$ cat config.mk
export PLATFORM = sky130hd
export DESIGN_NAME = char_lcd_nibble_write_sequencer
export DESIGN_NICKNAME = d
export VERILOG_FILES = /design/src/rtl/lcd4_pkg.sv /design/src/rtl/lcd4_fifo.sv /design/src/rtl/lcd4_front.sv /design/src/rtl/lcd4_back.sv /design/src/rtl/char_lcd_nibble_write_sequencer.sv
export VERILOG_INCLUDE_DIRS = /design/src /design/src/rtl
export SDC_FILE = /design/constraint.sdc
export NUM_CORES = 1
export LEC_CHECK = 0
export BUFFER_PORTS_ARGS = -buffer_cell sky130_fd_sc_hd__buf_2
export CORE_MARGIN = 3
export CORE_UTILIZATION = 45
export DETAILED_ROUTE_END_ITERATION = 6
export GPL_TIMING_DRIVEN = 0
export MAX_ROUTING_LAYER = met4
export PLACE_DENSITY_LB_ADDON = 0.05
export SYNTH_ARGS = -nofsm -noshare
export SYNTH_HDL_FRONTEND = slang
export SYNTH_SLANG_ARGS = --single-unit
$ cat constraint.sdc
create_clock -name clk -period 5 [get_ports clk]
set_clock_uncertainty 0.2 [all_clocks]
set_input_delay 0.5 -clock clk [delete_from_list [all_inputs] [get_ports clk]]
set_output_delay 0.5 -clock clk [all_outputs]
set_load 0.1 [all_outputs]
$ cat src/rtl/assert_macros.svh
// Assertion helpers shared by the RTL. Each macro is empty for synthesis.
`ifndef ASSERT_MACROS_SVH
`define ASSERT_MACROS_SVH

`ifndef SYNTHESIS

// Check that prop holds at every clock edge outside reset.
`define ASSERT_CHK(lbl, clk, rst_n, prop, msg) \
  lbl: assert property (@(posedge clk) disable iff (!rst_n) (prop)) else $error(msg);

// Check that expr never holds at a clock edge outside reset.
`define ASSERT_NEVER(lbl, clk, rst_n, expr, msg) \
  lbl: assert property (@(posedge clk) disable iff (!rst_n) !(expr)) else $error(msg);

`else

`define ASSERT_CHK(lbl, clk, rst_n, prop, msg)
`define ASSERT_NEVER(lbl, clk, rst_n, expr, msg)

`endif

`endif

$ cat src/rtl/lcd4_pkg.sv
`timescale 1ns / 1ps

package lcd4_pkg;

  // Request codes on the input side
  typedef enum logic [2:0] {
    OP_INIT  = 3'd0,
    OP_CMD   = 3'd1,
    OP_DATA  = 3'd2,
    OP_GOTO  = 3'd3,
    OP_CLEAR = 3'd4
  } lcd4_op_t;

  // Extra delay on the last step of a byte
  typedef enum logic [1:0] {
    EXTRA_NONE  = 2'd0,
    EXTRA_LONG  = 2'd1,
    EXTRA_CLEAR = 2'd2
  } lcd4_extra_t;

  localparam int HOLD_W = 13;
  localparam int STEP_W = 5;

  localparam logic [7:0] CMD_CLEAR     = 8'h01;
  localparam logic [7:0] CMD_HOME      = 8'h02;
  localparam logic [7:0] CMD_SET_DDRAM = 8'h80;
  localparam logic [7:0] DDRAM_ROW1    = 8'h40;
  localparam logic [7:0] CMD_FUNC_4BIT = 8'h28;
  localparam logic [7:0] CMD_DISP_ON   = 8'h0C;
  localparam logic [7:0] CMD_ENTRY     = 8'h06;
  localparam logic [3:0] NIB_WAKE      = 4'h3;
  localparam logic [3:0] NIB_4BIT      = 4'h2;
  localparam logic [3:0] COL_MAX       = 4'd15;

  localparam logic [HOLD_W-1:0] HOLD_EN_HIGH = 13'd1;
  localparam logic [HOLD_W-1:0] HOLD_EN_LOW  = 13'd6;
  localparam logic [HOLD_W-1:0] HOLD_NIBBLE  = 13'd56;
  localparam logic [HOLD_W-1:0] HOLD_LONG    = 13'd2000;
  localparam logic [HOLD_W-1:0] HOLD_POWER   = 13'd2000;
  localparam logic [HOLD_W-1:0] HOLD_WAKE1   = 13'd5006;
  localparam logic [HOLD_W-1:0] HOLD_WAKE2   = 13'd106;
  localparam logic [HOLD_W-1:0] HOLD_NIB_LONG  = HOLD_NIBBLE + HOLD_LONG;
  localparam logic [HOLD_W-1:0] HOLD_NIB_CLEAR = HOLD_NIBBLE + HOLD_LONG + HOLD_LONG;

  localparam logic [STEP_W-1:0] INIT_LAST = 5'd24;
  localparam logic [STEP_W-1:0] BYTE_LAST = 5'd3;

  // One queued job for the back part
  typedef struct packed {
    logic        is_init;
    logic        rs;
    logic [7:0]  cmd_byte;
    lcd4_extra_t extra;
  } lcd4_job_t;

  // One pin step as it leaves the block
  typedef struct packed {
    logic              rs_pin;
    logic              en_pin;
    logic [3:0]        data_lines;
    logic [HOLD_W-1:0] hold_us;
    logic              last;
  } lcd4_step_t;

  // One entry of the power-up script; keep means leave the data lines as they are
  typedef struct packed {
    logic              en;
    logic              keep;
    logic [3:0]        nib;
    logic [HOLD_W-1:0] hold;
  } lcd4_init_ent_t;

  function automatic lcd4_init_ent_t init_step(input logic [STEP_W-1:0] idx);
    lcd4_init_ent_t e;
    e = '{en: 1'b0, keep: 1'b0, nib: 4'h0, hold: HOLD_NIBBLE};
    case (idx)
      5'd0:  e = '{en: 1'b0, keep: 1'b1, nib: 4'h0, hold: HOLD_POWER};
      5'd1:  e = '{en: 1'b1, keep: 1'b0, nib: NIB_WAKE, hold: HOLD_EN_HIGH};
      5'd2:  e = '{en: 1'b0, keep: 1'b0, nib: NIB_WAKE, hold: HOLD_WAKE1};
      5'd3:  e = '{en: 1'b1, keep: 1'b0, nib: NIB_WAKE, hold: HOLD_EN_HIGH};
      5'd4:  e = '{en: 1'b0, keep: 1'b0, nib: NIB_WAKE, hold: HOLD_WAKE2};
      5'd5:  e = '{en: 1'b1, keep: 1'b0, nib: NIB_WAKE, hold: HOLD_EN_HIGH};
      5'd6:  e = '{en: 1'b0, keep: 1'b0, nib: NIB_WAKE, hold: HOLD_WAKE2};
      5'd7:  e = '{en: 1'b1, keep: 1'b0, nib: NIB_4BIT, hold: HOLD_EN_HIGH};
      5'd8:  e = '{en: 1'b0, keep: 1'b0, nib: NIB_4BIT, hold: HOLD_EN_LOW};
      5'd9:  e = '{en: 1'b1, keep: 1'b0, nib: CMD_FUNC_4BIT[7:4], hold: HOLD_EN_HIGH};
      5'd10: e = '{en: 1'b0, keep: 1'b0, nib: CMD_FUNC_4BIT[7:4], hold: HOLD_NIBBLE};
      5'd11: e = '{en: 1'b1, keep: 1'b0, nib: CMD_FUNC_4BIT[3:0], hold: HOLD_EN_HIGH};
      5'd12: e = '{en: 1'b0, keep: 1'b0, nib: CMD_FUNC_4BIT[3:0], hold: HOLD_NIBBLE};
      5'd13: e = '{en: 1'b1, keep: 1'b0, nib: CMD_DISP_ON[7:4], hold: HOLD_EN_HIGH};
      5'd14: e = '{en: 1'b0, keep: 1'b0, nib: CMD_DISP_ON[7:4], hold: HOLD_NIBBLE};
      5'd15: e = '{en: 1'b1, keep: 1'b0, nib: CMD_DISP_ON[3:0], hold: HOLD_EN_HIGH};
      5'd16: e = '{en: 1'b0, keep: 1'b0, nib: CMD_DISP_ON[3:0], hold: HOLD_NIBBLE};
      5'd17: e = '{en: 1'b1, keep: 1'b0, nib: CMD_ENTRY[7:4], hold: HOLD_EN_HIGH};
      5'd18: e = '{en: 1'b0, keep: 1'b0, nib: CMD_ENTRY[7:4], hold: HOLD_NIBBLE};
      5'd19: e = '{en: 1'b1, keep: 1'b0, nib: CMD_ENTRY[3:0], hold: HOLD_EN_HIGH};
      5'd20: e = '{en: 1'b0, keep: 1'b0, nib: CMD_ENTRY[3:0], hold: HOLD_NIBBLE};
      5'd21: e = '{en: 1'b1, keep: 1'b0, nib: CMD_CLEAR[7:4], hold: HOLD_EN_HIGH};
      5'd22: e = '{en: 1'b0, keep: 1'b0, nib: CMD_CLEAR[7:4], hold: HOLD_NIBBLE};
      5'd23: e = '{en: 1'b1, keep: 1'b0, nib: CMD_CLEAR[3:0], hold: HOLD_EN_HIGH};
      5'd24: e = '{en: 1'b0, keep: 1'b0, nib: CMD_CLEAR[3:0], hold: HOLD_NIB_CLEAR};
      default: e = '{en: 1'b0, keep: 1'b1, nib: 4'h0, hold: HOLD_NIBBLE};
    endcase
    return e;
  endfunction

endpackage

$ cat src/rtl/lcd4_fifo.sv
`timescale 1ns / 1ps

`include "assert_macros.svh"

module lcd4_fifo #(
  parameter int DATA_W = 8,
  parameter int DEPTH  = 2
) (
  input  logic              clk,
  input  logic              rst_n,
  input  logic              push,
  input  logic [DATA_W-1:0] din,
  output logic              full,
  input  logic              pop,
  output logic [DATA_W-1:0] dout,
  output logic              empty
);

  localparam int AW = (DEPTH > 1) ? $clog2(DEPTH) : 1;
  localparam int CW = $clog2(DEPTH + 1);
  localparam logic [AW-1:0] PTR_LAST = AW'(DEPTH - 1);
  localparam logic [CW-1:0] CNT_FULL = CW'(DEPTH);

  logic [DATA_W-1:0] mem_r [DEPTH];
  logic [AW-1:0]     wr_ptr_r, wr_ptr_nxt;
  logic [AW-1:0]     rd_ptr_r, rd_ptr_nxt;
  logic [CW-1:0]     count_r, count_nxt;
  logic              do_push, do_pop;

  assign full    = (count_r == CNT_FULL);
  assign empty   = (count_r == '0);
  assign do_push = push && !full;
  assign do_pop  = pop && !empty;
  assign dout    = mem_r[rd_ptr_r];

  always_comb begin
    wr_ptr_nxt = wr_ptr_r;
    rd_ptr_nxt = rd_ptr_r;
    count_nxt  = count_r;
    if (do_push) begin
      wr_ptr_nxt = (wr_ptr_r == PTR_LAST) ? '0 : wr_ptr_r + AW'(1);
    end
    if (do_pop) begin
      rd_ptr_nxt = (rd_ptr_r == PTR_LAST) ? '0 : rd_ptr_r + AW'(1);
    end
    if (do_push && !do_pop) begin
      count_nxt = count_r + CW'(1);
    end else if (do_pop && !do_push) begin
      count_nxt = count_r - CW'(1);
    end
  end

  always_ff @(posedge clk) begin
    if (!rst_n) begin
      wr_ptr_r <= '0;
      rd_ptr_r <= '0;
      count_r  <= '0;
    end else begin
      wr_ptr_r <= wr_ptr_nxt;
      rd_ptr_r <= rd_ptr_nxt;
      count_r  <= count_nxt;
    end
  end

  always_ff @(posedge clk) begin
    if (do_push) begin
      mem_r[wr_ptr_r] <= din;
    end
  end

  `ASSERT_CHK(a_count_bound, clk, rst_n, count_r <= CNT_FULL, "fifo count past depth")
  `ASSERT_CHK(a_ptr_gap, clk, rst_n, (count_r == '0 || count_r == CNT_FULL) |-> wr_ptr_r == rd_ptr_r, "fifo pointers disagree with count")

endmodule

$ cat src/rtl/lcd4_front.sv
`timescale 1ns / 1ps

module lcd4_front (
  input  logic                 push,
  output logic                 full,
  input  logic [2:0]           in_op,
  input  logic [7:0]           in_value,
  input  logic [7:0]           in_col,
  input  logic [7:0]           in_row,
  output logic                 job_push,
  output lcd4_pkg::lcd4_job_t  job,
  input  logic                 job_full
);

  logic       known;
  logic [3:0] col_c;
  logic [7:0] goto_cmd;
  logic       long_cmd;

  // Clamp the cursor position and build the set-address command
  assign col_c    = (in_col > {4'h0, lcd4_pkg::COL_MAX}) ? lcd4_pkg::COL_MAX : in_col[3:0];
  assign goto_cmd = lcd4_pkg::CMD_SET_DDRAM |
                    (((in_row != 8'h00) ? lcd4_pkg::DDRAM_ROW1 : 8'h00) + {4'h0, col_c});
  assign long_cmd = (in_value == lcd4_pkg::CMD_CLEAR) || (in_value == lcd4_pkg::CMD_HOME);

  always_comb begin
    known = 1'b1;
    job   = '{is_init: 1'b0, rs: 1'b0, cmd_byte: in_value, extra: lcd4_pkg::EXTRA_NONE};
    case (lcd4_pkg::lcd4_op_t'(in_op))
      lcd4_pkg::OP_INIT: begin
        job.is_init = 1'b1;
      end
      lcd4_pkg::OP_CMD: begin
        job.extra = long_cmd ? lcd4_pkg::EXTRA_LONG : lcd4_pkg::EXTRA_NONE;
      end
      lcd4_pkg::OP_DATA: begin
        job.rs = 1'b1;
      end
      lcd4_pkg::OP_GOTO: begin
        job.cmd_byte = goto_cmd;
      end
      lcd4_pkg::OP_CLEAR: begin
        job.cmd_byte = lcd4_pkg::CMD_CLEAR;
        job.extra    = lcd4_pkg::EXTRA_CLEAR;
      end
      default: begin
        known = 1'b0;
      end
    endcase
  end

  // Unknown requests are taken and dropped
  assign full     = job_full;
  assign job_push = push && !job_full && known;

endmodule

$ cat src/rtl/lcd4_back.sv
`timescale 1ns / 1ps

`include "assert_macros.svh"

module lcd4_back (
  input  logic                 clk,
  input  logic                 rst_n,
  input  lcd4_pkg::lcd4_job_t  job,
  input  logic                 job_valid,
  output logic                 job_pop,
  output logic                 step_push,
  output lcd4_pkg::lcd4_step_t step,
  input  logic                 step_full
);

  logic [lcd4_pkg::STEP_W-1:0] step_r, step_nxt;
  logic [3:0]                  nib_r, nib_nxt;
  logic [lcd4_pkg::STEP_W-1:0] last_idx;
  logic [lcd4_pkg::HOLD_W-1:0] tail_hold;
  lcd4_pkg::lcd4_init_ent_t    ent;
  logic [1:0]                  k;
  logic                        step_last;

  assign ent = lcd4_pkg::init_step(step_r);
  assign k   = step_r[1:0];

  always_comb begin
    case (job.extra)
      lcd4_pkg::EXTRA_NONE:  tail_hold = lcd4_pkg::HOLD_NIBBLE;
      lcd4_pkg::EXTRA_LONG:  tail_hold = lcd4_pkg::HOLD_NIB_LONG;
      lcd4_pkg::EXTRA_CLEAR: tail_hold = lcd4_pkg::HOLD_NIB_CLEAR;
      default:               tail_hold = lcd4_pkg::HOLD_NIBBLE;
    endcase
  end

  always_comb begin
    if (job.is_init) begin
      last_idx        = lcd4_pkg::INIT_LAST;
      step.rs_pin     = 1'b0;
      step.en_pin     = ent.en;
      step.data_lines = ent.keep ? nib_r : ent.nib;
      step.hold_us    = ent.hold;
    end else begin
      // steps: high nibble EN high, EN low, then low nibble EN high, EN low
      last_idx        = lcd4_pkg::BYTE_LAST;
      step.rs_pin     = job.rs;
      step.en_pin     = !k[0];
      step.data_lines = k[1] ? job.cmd_byte[3:0] : job.cmd_byte[7:4];
      step.hold_us    = k[0] ? (k[1] ? tail_hold : lcd4_pkg::HOLD_NIBBLE)
                             : lcd4_pkg::HOLD_EN_HIGH;
    end
    step_last = (step_r == last_idx);
    step.last = step_last;
  end

  assign step_push = job_valid && !step_full;
  assign job_pop   = step_push && step_last;

  always_comb begin
    step_nxt = step_r;
    nib_nxt  = nib_r;
    if (step_push) begin
      step_nxt = step_last ? '0 : step_r + lcd4_pkg::STEP_W'(1);
      nib_nxt  = step.data_lines;
    end
  end

  always_ff @(posedge clk) begin
    if (!rst_n) begin
      step_r <= '0;
      nib_r  <= '0;
    end else begin
      step_r <= step_nxt;
      nib_r  <= nib_nxt;
    end
  end

  `ASSERT_CHK(a_idle_step_zero, clk, rst_n, !job_valid |-> step_r == '0, "step counter moved with no job")
  `ASSERT_CHK(a_wrap_after_last, clk, rst_n, job_pop |=> step_r == '0, "step counter not cleared after run")

endmodule

$ cat src/rtl/char_lcd_nibble_write_sequencer.sv
`timescale 1ns / 1ps

// Character LCD 4-bit write sequencer. Each request word (init, command byte,
// data byte, cursor goto, clear) turns into a run of pin-step words: RS, EN,
// D4..D7 and a hold time in microseconds, with last set on the final step of
// the run. A byte request gives 4 steps (high nibble first, EN high 1us then
// EN low 56us per nibble); init gives the 25-step power-up script. Commands
// 0x01 and 0x02 stretch the final hold by 2000us, clear by 4000us; unknown
// request codes are taken and give no steps. The front classifies a request
// in the cycle it is pushed and places one job in the job queue; a request is
// taken every cycle while that queue has room. The back walks the head job
// with a step counter and emits one step per cycle into the result queue
// while the result queue has room; that counter sets the sustained rate.
// The result queue lets the back keep going while a finished step waits to
// be popped.
module char_lcd_nibble_write_sequencer #(
  parameter int JOB_DEPTH = 2,
  parameter int OUT_DEPTH = 2
) (
  input  logic        clk,
  input  logic        rst_n,
  input  logic        push,
  output logic        full,
  input  logic [2:0]  in_op,
  input  logic [7:0]  in_value,
  input  logic [7:0]  in_col,
  input  logic [7:0]  in_row,
  output logic        empty,
  input  logic        pop,
  output logic        out_rs_pin,
  output logic        out_en_pin,
  output logic [3:0]  out_data_lines,
  output logic [12:0] out_hold_us,
  output logic        out_last
);

  localparam int JOB_W  = $bits(lcd4_pkg::lcd4_job_t);
  localparam int STEP_W = $bits(lcd4_pkg::lcd4_step_t);

  lcd4_pkg::lcd4_job_t  fe_job, q_job;
  lcd4_pkg::lcd4_step_t be_step, q_step;
  logic                 fe_push, job_full, job_empty, job_pop;
  logic                 step_push, step_full;

  // Front: classify the request word, drop unknown codes
  lcd4_front u_front (
    .push     (push),
    .full     (full),
    .in_op    (in_op),
    .in_value (in_value),
    .in_col   (in_col),
    .in_row   (in_row),
    .job_push (fe_push),
    .job      (fe_job),
    .job_full (job_full)
  );

  // Job queue between front and back
  lcd4_fifo #(
    .DATA_W (JOB_W),
    .DEPTH  (JOB_DEPTH)
  ) u_job_q (
    .clk   (clk),
    .rst_n (rst_n),
    .push  (fe_push),
    .din   (fe_job),
    .full  (job_full),
    .pop   (job_pop),
    .dout  (q_job),
    .empty (job_empty)
  );

  // Back: advance through the steps of the head job
  lcd4_back u_back (
    .clk       (clk),
    .rst_n     (rst_n),
    .job       (q_job),
    .job_valid (!job_empty),
    .job_pop   (job_pop),
    .step_push (step_push),
    .step      (be_step),
    .step_full (step_full)
  );

  // Result queue: hold finished steps until popped
  lcd4_fifo #(
    .DATA_W (STEP_W),
    .DEPTH  (OUT_DEPTH)
  ) u_out_q (
    .clk   (clk),
    .rst_n (rst_n),
    .push  (step_push),
    .din   (be_step),
    .full  (step_full),
    .pop   (pop),
    .dout  (q_step),
    .empty (empty)
  );

  assign out_rs_pin     = q_step.rs_pin;
  assign out_en_pin     = q_step.en_pin;
  assign out_data_lines = q_step.data_lines;
  assign out_hold_us    = q_step.hold_us;
  assign out_last       = q_step.last;

endmodule
==> results of run 1 <==
[sequential cells by signal, indices dropped and copies added, names as in the netlist, 2 cells and up, named ones only]
name             count
u_back.step_r        5
u_out_q.mem_r       34
u_out_q.count_r      2
u_job_q.count_r      2
u_back.ent          16
u_job_q.mem_r       24
u_back.nib_r         4
[critical path: cells and delay by family (launching register included)]
family                   cells  cell delay [ps]
AO/OA/AOI/OAI                4             1100
adder cells (fa/ha/maj)      1              350
buffers and inverters        3              410
flip-flops                   1              400
AND/OR/NAND/NOR              3              750
[metal layers]
metal / global-route usage / share of wire
met2: 0.314 / 0.47
met3: 0.0310 / 0.049
met4: 0.0676 / 0.022
met1: 0.251 / 0.46
met5: - / 0
[power breakdown]
part / switching (W) / total, W / internal [W]
registers: 0.0000444 / 0.000989 / 0.000945
logic: 0.000854 / 0.00113 / 0.000278
clock network: 0.000294 / 0.000487 / 0.000193
[cells by family (layout without fill, tap and decap cells)]
family                   count (synthesis)  in the layout
XOR/XNOR                                10             10
AND/OR/NAND/NOR                        142            142
buffers and inverters                   43            110
AO/OA/AOI/OAI                           88             88
multiplexers                            34             34
adder cells (fa/ha/maj)                  8              8
flip-flops                              93             93
[per-stage QoR]
step | hold slack [ps] | utilization | power (W) | worst slack [ps]
2_1_floorplan | 236 | - | 0.00194 | 1840
3_3_place_gp | 242 | 0.515 | 0.00213 | 1740
3_5_place_dp | 249 | 0.515 | 0.00214 | 1770
4_1_cts | 242 | 0.535 | 0.00262 | 1740
5_1_grt | 249 | 0.535 | 0.00273 | 1490
6_report | 250 | 0.535 | 0.00261 | 1650
[final timing paths]
| check | start | to | slack, ps | cells after the start |
|---|---|---|---|---|
| min reg2reg | u_back.nib_r[3] | u_back.nib_r[3] | 260 | 2 |
| max | u_out_q.count_r[1] | u_back.ent[15] | 1650 | 11 |
| max reg2reg | u_out_q.count_r[1] | u_back.ent[15] | 1650 | 11 |
| min | in_value[4] | u_job_q.mem_r[1][0] | 250 | 2 |
[cell type report]
class	instances	area, µm²	area share
Clock buffer	9	124	0.0232
Inverter	17	63.8	0.0119
Clock inverter	7	68.8	0.0129
Multi-Input combinational cell	282	2070	0.387
Timing Repair Buffer	51	255	0.0477
Sequential cell	93	2440	0.457
Buffer	26	158	0.0295
Tap cell	133	166	0.0311
[synth_stat cells, types with 7 or more instances]
master	n
ha_1	8
nor2_1	31
clkbuf_1	10
edfxtp_1	58
nand2_1	46
and2_1	7
a21oi_1	13
mux2_2	18
inv_1	15
o21ai_0	19
nand3_1	7
dfxtp_1	35
mux2i_1	10
==> out/summary.txt, run 1 <==
Status -> complete, no violations
Initial antenna violation count -> 0
Vias in the first global route -> 3311
Io pins -> 53
Die width -> 109 µm
Diode count -> 0
Actual slew at the worst max-slew pin -> 1030 ps
All-Layer GR Usage -> 0.195
Maxcap violations -> 0
Post-synthesis sequential area ratio -> 0.516
CTS clk-pin slew, worst paths -> 100 ps
CP dominant cell by count -> inv_1
First-pass GRT wire length -> 16900 µm
Critical path class -> flip-flop to flip-flop
Post-Synth XOR/XNOR Area -> 0.0185
Multiplexer share of the synthesized area -> 0.0886
Num CTS Buffers -> 9
Clock buffer depth -> 2
Mapped Nets -> 457
Minimum clock period -> 3350 ps
Peak Freq -> 299 MHz
HP Class -> input port to flip-flop
Mean post-synth cell area -> 11.3 µm²
Final nets -> 519
Post-DR vias/cell -> 5.49
IO Port Bufs -> 51
Most frequent cells in the layout -> edfxtp_1 (58), buf_2 (57), nand2_1 (46), dfxtp_1 (35), nor2_1 (30)
Initial DRC count -> 194
Startpoint types -> flip-flop
Design area -> 5350 µm²
Synth Cell Area -> 4730 µm²
Area share of fa/ha/maj cells after synthesis -> 0.0212
Clk_lat worst skew -> 370 ps
Synth top area share -> 0.368
Routed wire length -> 10700 µm
Setup TNS -> 0 ps
TritonCTS clock tree -> done
Yosys cell types -> 81
Hpwl dp -> 7830 µm
Area Overhead vs Synth -> 13.0%
Final Instance Count excl. Fillers -> 618
Total global routing overflow -> 0
FILL cells -> 919
Yosys reg bits -> 93
CTS resizes -> 0
CP max FO -> 10
Synth Area in Compound Gates -> 0.143
Cell area after placement -> 5150 µm²
Worst EP required -> 5030 ps
Drt wl/cell -> 17.2 µm
Worst vdd ir -> 0.451 mV
Drt drc -> 0
Via count -> 3392
Worst slew margin -> 0.311
Remaining antenna violation count -> 0
Number of endpoints failing setup at the final stage -> 0
H-tree Lvls -> 3
Post-Synthesis Cells -> 418
Synth warnings -> 0
CP max stage delay -> 440 ps
Clock Sinks -> 93
Row count -> 36
Fin crit share -> 0.670
Leak pwr -> 2.06 nW
Post-synth EDFFs -> 58
Detailed-router iteration count before antenna repair -> 5
Dpl cells -> 602
Largest area contributor in the netlist -> edfxtp_1
Async SR Flop Fraction -> 0
Crit end category -> flip-flop
Slowest cell on the critical path -> a2111oi_2
Setup Buffers After CTS -> 0
Cell Chain, Critical Path -> or2b_4 > nand2_2 > inv_1 > buf_2 > a21boi_0 > nand2b_1 > ha_1 > inv_1 > a31oi_1 > o211ai_1 > a2111oi_2
Ys flop type -> edfxtp_1
Synth Area in Simple Gates -> 0.166
Hold-fix buffers, CTS -> 0
Fin. Hold Viols -> 0
Die area -> 11800 µm²
Main combinational cell family by area after synthesis -> simple AND/OR/NAND/NOR gates
Commonest non-fill, non-tap cell in the layout -> edfxtp_1
Share of layout cells above drive strength 1 -> 0.285
Core area -> 10000 µm²
Power Dens Cells -> 488 nW/µm²
Starting Density -> 0.473
CTS Root Cell -> clkbuf_8
RSZ-0062 raised after global routing -> no
Ranking of synthesized cells by area -> edfxtp_1 (37%), dfxtp_1 (15%), mux2_2 (4.3%), nand2_1 (3.7%), nor2_1 (2.5%)
CP arrival -> 3380 ps
Largest net degree at the start of global routing -> 19
Routability cong. -> 0.966
Die H -> 109 µm
Max-slew violations -> 0
Note: power is estimated with default switching activity, not from simulation.
==> run 2: changes to the inputs <==
==> constraint.sdc (replaced) <==
create_clock -name clk -period 3 [get_ports clk]
set_clock_uncertainty 0.2 [all_clocks]
set_input_delay 0.3 -clock clk [delete_from_list [all_inputs] [get_ports clk]]
set_output_delay 0.3 -clock clk [all_outputs]
set_load 0.1 [all_outputs]
==> run 2 against run 1 <==
Maximum frequency increased by 17%. Worst setup slack got worse by 1500 ps. Cell count unchanged. Critical endpoint is now u_back.ent[13]. Largest cell class unchanged.
==> out/summary.txt, run 2 (synthesis results as in run 1) <==
Status -> complete, no violations
Fin. Hold Viols -> 0
Critical path class -> flip-flop to flip-flop
Detailed-router iteration count before antenna repair -> 5
Max-slew violations -> 0
Routed wire length -> 10700 µm
Commonest non-fill, non-tap cell in the layout -> edfxtp_1
Die width -> 109 µm
Via count -> 3405
Vias in the first global route -> 3355
Max reg flops -> 34
Routability cong. -> 0.911
Design area -> 5420 µm²
Hold Path Cell Cnt -> 2
Die H -> 109 µm
Initial DRC count -> 191
Initial antenna violation count -> 0
Drt drc -> 0
Post-DR vias/cell -> 5.51
Diode count -> 0
Number of endpoints failing setup at the final stage -> 0
Remaining antenna violation count -> 0
Worst EP required -> 3020 ps
All-Layer GR Usage -> 0.193
Actual slew at the worst max-slew pin -> 1060 ps
Largest net degree at the start of global routing -> 19
Area Overhead vs Synth -> 14.6%
Final nets -> 519
Peak Freq -> 351 MHz
Cell area after placement -> 5160 µm²
Worst vdd ir -> 0.567 mV
Io pins -> 53
First-pass GRT wire length -> 16900 µm
Clock Sinks -> 93
Layout Utilization -> 0.542
Leak pwr -> 2.08 nW
Total global routing overflow -> 0
Num CTS Buffers -> 9
CP max FO -> 10
Hold-fix buffers, CTS -> 0
Fin crit share -> 0.951
CTS Root Cell -> clkbuf_8
Crit end category -> flip-flop
Worst slew margin -> 0.289
Die area -> 11800 µm²
Clock buffer depth -> 2
CTS clk-pin slew, worst paths -> 110 ps
Minimum clock period -> 2850 ps
Drt wl/cell -> 17.3 µm
CP arrival -> 2870 ps
HP Class -> input port to flip-flop
Most frequent cells in the layout -> edfxtp_1 (58), buf_2 (57), nand2_1 (46), dfxtp_1 (34), nor2_1 (30)
H-tree Lvls -> 3
Startpoint types -> flip-flop
Hpwl dp -> 7950 µm
R2R depth -> 11
IO Port Bufs -> 51
Clk_lat worst skew -> 360 ps
Core area -> 10000 µm²
Row count -> 36
Power Dens Cells -> 822 nW/µm²
Share of layout cells above drive strength 1 -> 0.301
RSZ-0062 raised after global routing -> no
Maxcap violations -> 0
Starting Density -> 0.473
TritonCTS clock tree -> done
Largest reg by FF count -> u_out_q.mem_r
## run 2: cell type report
| class | instances | area, µm² |
|---|---|---|
| fillers | 908 | 4580 |
| flip-flops and latches | 93 | 2440 |
| multi-input cells | 282 | 2120 |
| repair buffers | 51 | 255 |
| well taps | 133 | 166 |
| plain buffers | 26 | 160 |
| clock buffers | 9 | 124 |
| clock inverters | 7 | 87.6 |
| inverters | 17 | 63.8 |
## run 2: final timing paths
check / to / start / slack (ps)
setup reg to reg: u_back.ent[13] / u_job_q.count_r[0] / 150
setup / recovery: u_back.ent[13] / u_job_q.count_r[0] / 150
hold reg to reg: u_back.nib_r[0] / u_back.nib_r[0] / 260
hold / removal: u_job_q.mem_r[0][0] / in_value[4] / 70
## run 2: stage by stage
stage / hold slack [ps] / TNS, ps / instances / power (W) / setup slack (ps)
2_1_floorplan: 236 / 0 / 418 / 0.00324 / 399
3_3_place_gp: 243 / -568 / 602 / 0.00355 / -316
3_5_place_dp: 255 / -227 / 602 / 0.00357 / -227
4_1_cts: 58.0 / 0 / 618 / 0.00447 / 7.32
5_1_grt: 74.6 / 0 / 618 / 0.00467 / 8.97
6_report: 65.4 / 0 / 618 / 0.00445 / 148
## run 2: timing repair
| item | CTS | global route |
|---|---|---|
| endpoints found under the setup margin | 4 | 4 |
| setup buffers | 0 | 0 |
| resized for setup | 8 | 6 |
| pin swaps | 1 | 2 |
## run 2: worst max-delay path, stage by stage (launching register included)
cell,delay [ps]
dfxtp_1,390
or2_4,310
nand2_2,130
inv_1,70
buf_2,220
a21boi_2,230
nand2b_4,220
inv_1,70
ha_1,210
a21boi_2,160
a32oi_1,350
o32ai_2,140
## run 2: metal layers
layer	global-route usage	wire length, µm	vias to the layer above	share of wire
met5	-	0	-	0
met3	0.0328	645	14	0.060
li1	-	-	1657	-
met2	0.303	5060	121	0.47
met1	0.256	4820	1613	0.45
met4	0.0649	168	0	0.016
## run 2: report_power, final
| part | switching, W | total (W) | internal (W) |
|---|---|---|---|
| Sequential | 0.0000735 | 0.00165 | 0.00158 |
| Combinational | 0.00143 | 0.00192 | 0.000484 |
| Clock | 0.000481 | 0.000886 | 0.000406 |
==> run 3: changes to the inputs <==
==> constraint.sdc (replaced) <==
create_clock -name clk -period 2.5 [get_ports clk]
set_clock_uncertainty 0.2 [all_clocks]
set_input_delay 0.25 -clock clk [delete_from_list [all_inputs] [get_ports clk]]
set_output_delay 0.25 -clock clk [all_outputs]
set_load 0.1 [all_outputs]
==> run 3 against run 2 <==
The flow now finishes with violations (setup timing). Clock power up 7.7%. Global-route usage up 0.55 points. Cell area up 6.4%. Routed wire length up 3.3%. Via count up 2.8%. Total power up 23%. Combinational power up 31%. Sequential share of layout area down 2.4 points. Critical path depth down 1. Critical endpoint is now u_back.ent[15]. Largest cell class unchanged.
==> out/summary.txt, run 3 (synthesis results as in run 1) <==
Share of layout cells above drive strength 1 -> 0.382
Reg power frac -> 0.364
Critical path buffers and inverters -> 2
GR peak layer -> met2
Critical path class -> flip-flop to flip-flop
Initial DRC count -> 226
Area Overhead vs Synth -> 21.9%
Critical R2R Capture -> u_back.ent[15]
Worst vdd ir -> 0.720 mV
Power Dens Cells -> 949 nW/µm²
Clk pwr share -> 0.174
CP max FO -> 5
Total global routing overflow -> 0
Remaining antenna violation count -> 0
Met2 Use GR -> 0.329
Fin crit share -> 1.01
CP max stage delay -> 420 ps
Crit end category -> flip-flop
P_int -> 0.00300 W
Net switching power -> 0.00247 W
Via count -> 3500
Total Power -> 0.00547 W
Clk_lat worst skew -> 360 ps
Clock buffer depth -> 2
Hpwl dp -> 7830 µm
First-pass GRT wire length -> 17500 µm
Switching Share -> 0.451
Drt drc -> 0
Die area -> 11800 µm²
Cell Chain, Critical Path -> buf_8 > mux2_4 > a21oi_4 > a21boi_4 > nand2b_4 > inv_2 > ha_4 > a21boi_4 > nand2_2 > a2111oi_4
Starting Density -> 0.473
Max reg flops -> 34
Detailed-router iteration count before antenna repair -> 6
Io pins -> 53
R2R depth -> 10
Setup ws final -> -21.9 ps
HP Class -> input port to flip-flop
CTS Root Cell -> clkbuf_8
Commonest non-fill, non-tap cell in the layout -> edfxtp_1
Most frequent cells in the layout -> edfxtp_1 (58), buf_2 (53), nand2_1 (45), buf_4 (29), nor2_1 (29)
CP delay by family, top -> compound AO/OA/AOI/OAI gates
Die H -> 109 µm
CP arrival -> 2570 ps
Max-slew violations -> 0
Slowest cell on the critical path -> a2111oi_4
All-Layer GR Usage -> 0.199
Row count -> 36
RSZ-0062 raised after global routing -> yes
Core area -> 10000 µm²
Cell area after placement -> 5180 µm²
Drt wl/cell -> 17.2 µm
Peak Freq -> 397 MHz
CP dominant cell by count -> a21boi_4
Design area -> 5770 µm²
Maxcap violations -> 0
Routability cong. -> 0.914
Logic pwr share -> 0.461
Diode count -> 0
H-tree Lvls -> 3
Startpoint types -> flip-flop
Reg2reg setup slack -> -20 ps
Actual slew at the worst max-slew pin -> 1020 ps
Hold_sp -> in_value[4]
FILL cells -> 884
Clock Sinks -> 93
TritonCTS clock tree -> done
Status -> complete, but fails checks
Final Instance Count excl. Fillers -> 641
Die width -> 109 µm
Routed wire length -> 11000 µm
Largest reg by FF count -> u_out_q.mem_r
Num CTS Buffers -> 9
Hold EP -> u_job_q.mem_r[1][0]
Initial antenna violation count -> 0
Vias in the first global route -> 3449
Post-DR vias/cell -> 5.46
Leak pwr -> 2.23 nW
IO Port Bufs -> 51
M1 GR Usage -> 0.258
Worst EP required -> 2550 ps
Grt met3 use -> 0.0287
Number of endpoints failing setup at the final stage -> 1
Worst slew margin -> 0.321
Hold-fix buffers, CTS -> 0
Hold Path Cell Cnt -> 2
Largest net degree at the start of global routing -> 19
Fin. Hold Viols -> 0
Failing checks -> setup timing
Dpl cells -> 603
CTS clk-pin slew, worst paths -> 100 ps
Final nets -> 542
Minimum clock period -> 2520 ps
## run 3: changes by cell type in the layout (fill, tap and decap cells not counted), sizes merged
| cell | previous run | this run |
|---|---|---|
| buf | 67 | 90 |
| bufinv | 1 | 0 |
| clkinv | 1 | 4 |
| clkinvlp | 2 | 1 |
| inv | 20 | 19 |
## run 3: per-layer routing
| layer | wire, µm | share of wire | up-vias |
|---|---|---|---|
| met2 | 5360 | 0.49 | 136 |
| met5 | 0 | 0 | - |
| met3 | 629 | 0.057 | 18 |
| met4 | 149 | 0.013 | 0 |
| li1 | - | - | 1700 |
| met1 | 4900 | 0.44 | 1646 |
## run 3: worst max path at each step
stage / cells past startpoint / to / slack, ps
finish: 10 / u_back.ent[15] / -20
global route: 10 / u_back.ent[15] / -40
CTS: 10 / u_back.ent[15] / -40
detailed placement: 10 / u_back.ent[15] / -740
global placement: 10 / u_back.ent[15] / -690
floorplan: 11 / u_back.ent[15] / 6
## run 3: power groups by stage
| stage | clock [W] | sequential [W] | combinational [W] |
|---|---|---|---|
| 2_1_floorplan | 0 | 0.00199 | 0.00190 |
| 4_1_cts | 0.000978 | 0.00199 | 0.00247 |
| 5_1_grt | 0.00104 | 0.00202 | 0.00265 |
| 6_report | 0.000954 | 0.00199 | 0.00252 |
| 3_5_place_dp | 0 | 0.00202 | 0.00228 |
| 3_3_place_gp | 0 | 0.00201 | 0.00226 |
## run 3: layout make-up
cell class	instances	area, µm²	share of cell area
multi-input combinational	282	2250	0.391
tap	133	166	0.0289
inverter	17	67.6	0.0117
clock buffer	9	124	0.0215
clock inverter	7	67.6	0.0117
buffer	23	171	0.0297
sequential	93	2460	0.427
timing repair buffer	77	458	0.0794
## run 3: metrics by stage
step	setup WS, ps	util	setup TNS, ps	hold slack, ps
final	-21.9	0.577	-21.9	32.1
after global routing	-40.6	0.577	-40.6	39.0
after CTS	-36.1	0.562	-36.1	16.4
after detailed placement	-741	0.518	-5370	252
after global placement	-694	0.517	-12900	242
after floorplan	5.61	-	0	236
## run 3: timing repair
item / CTS / global route
buffers inserted: 15 / 10
endpoints found under the setup margin: 27 / 9
resized for setup: 38 / 26
pin swaps: 9 / 11
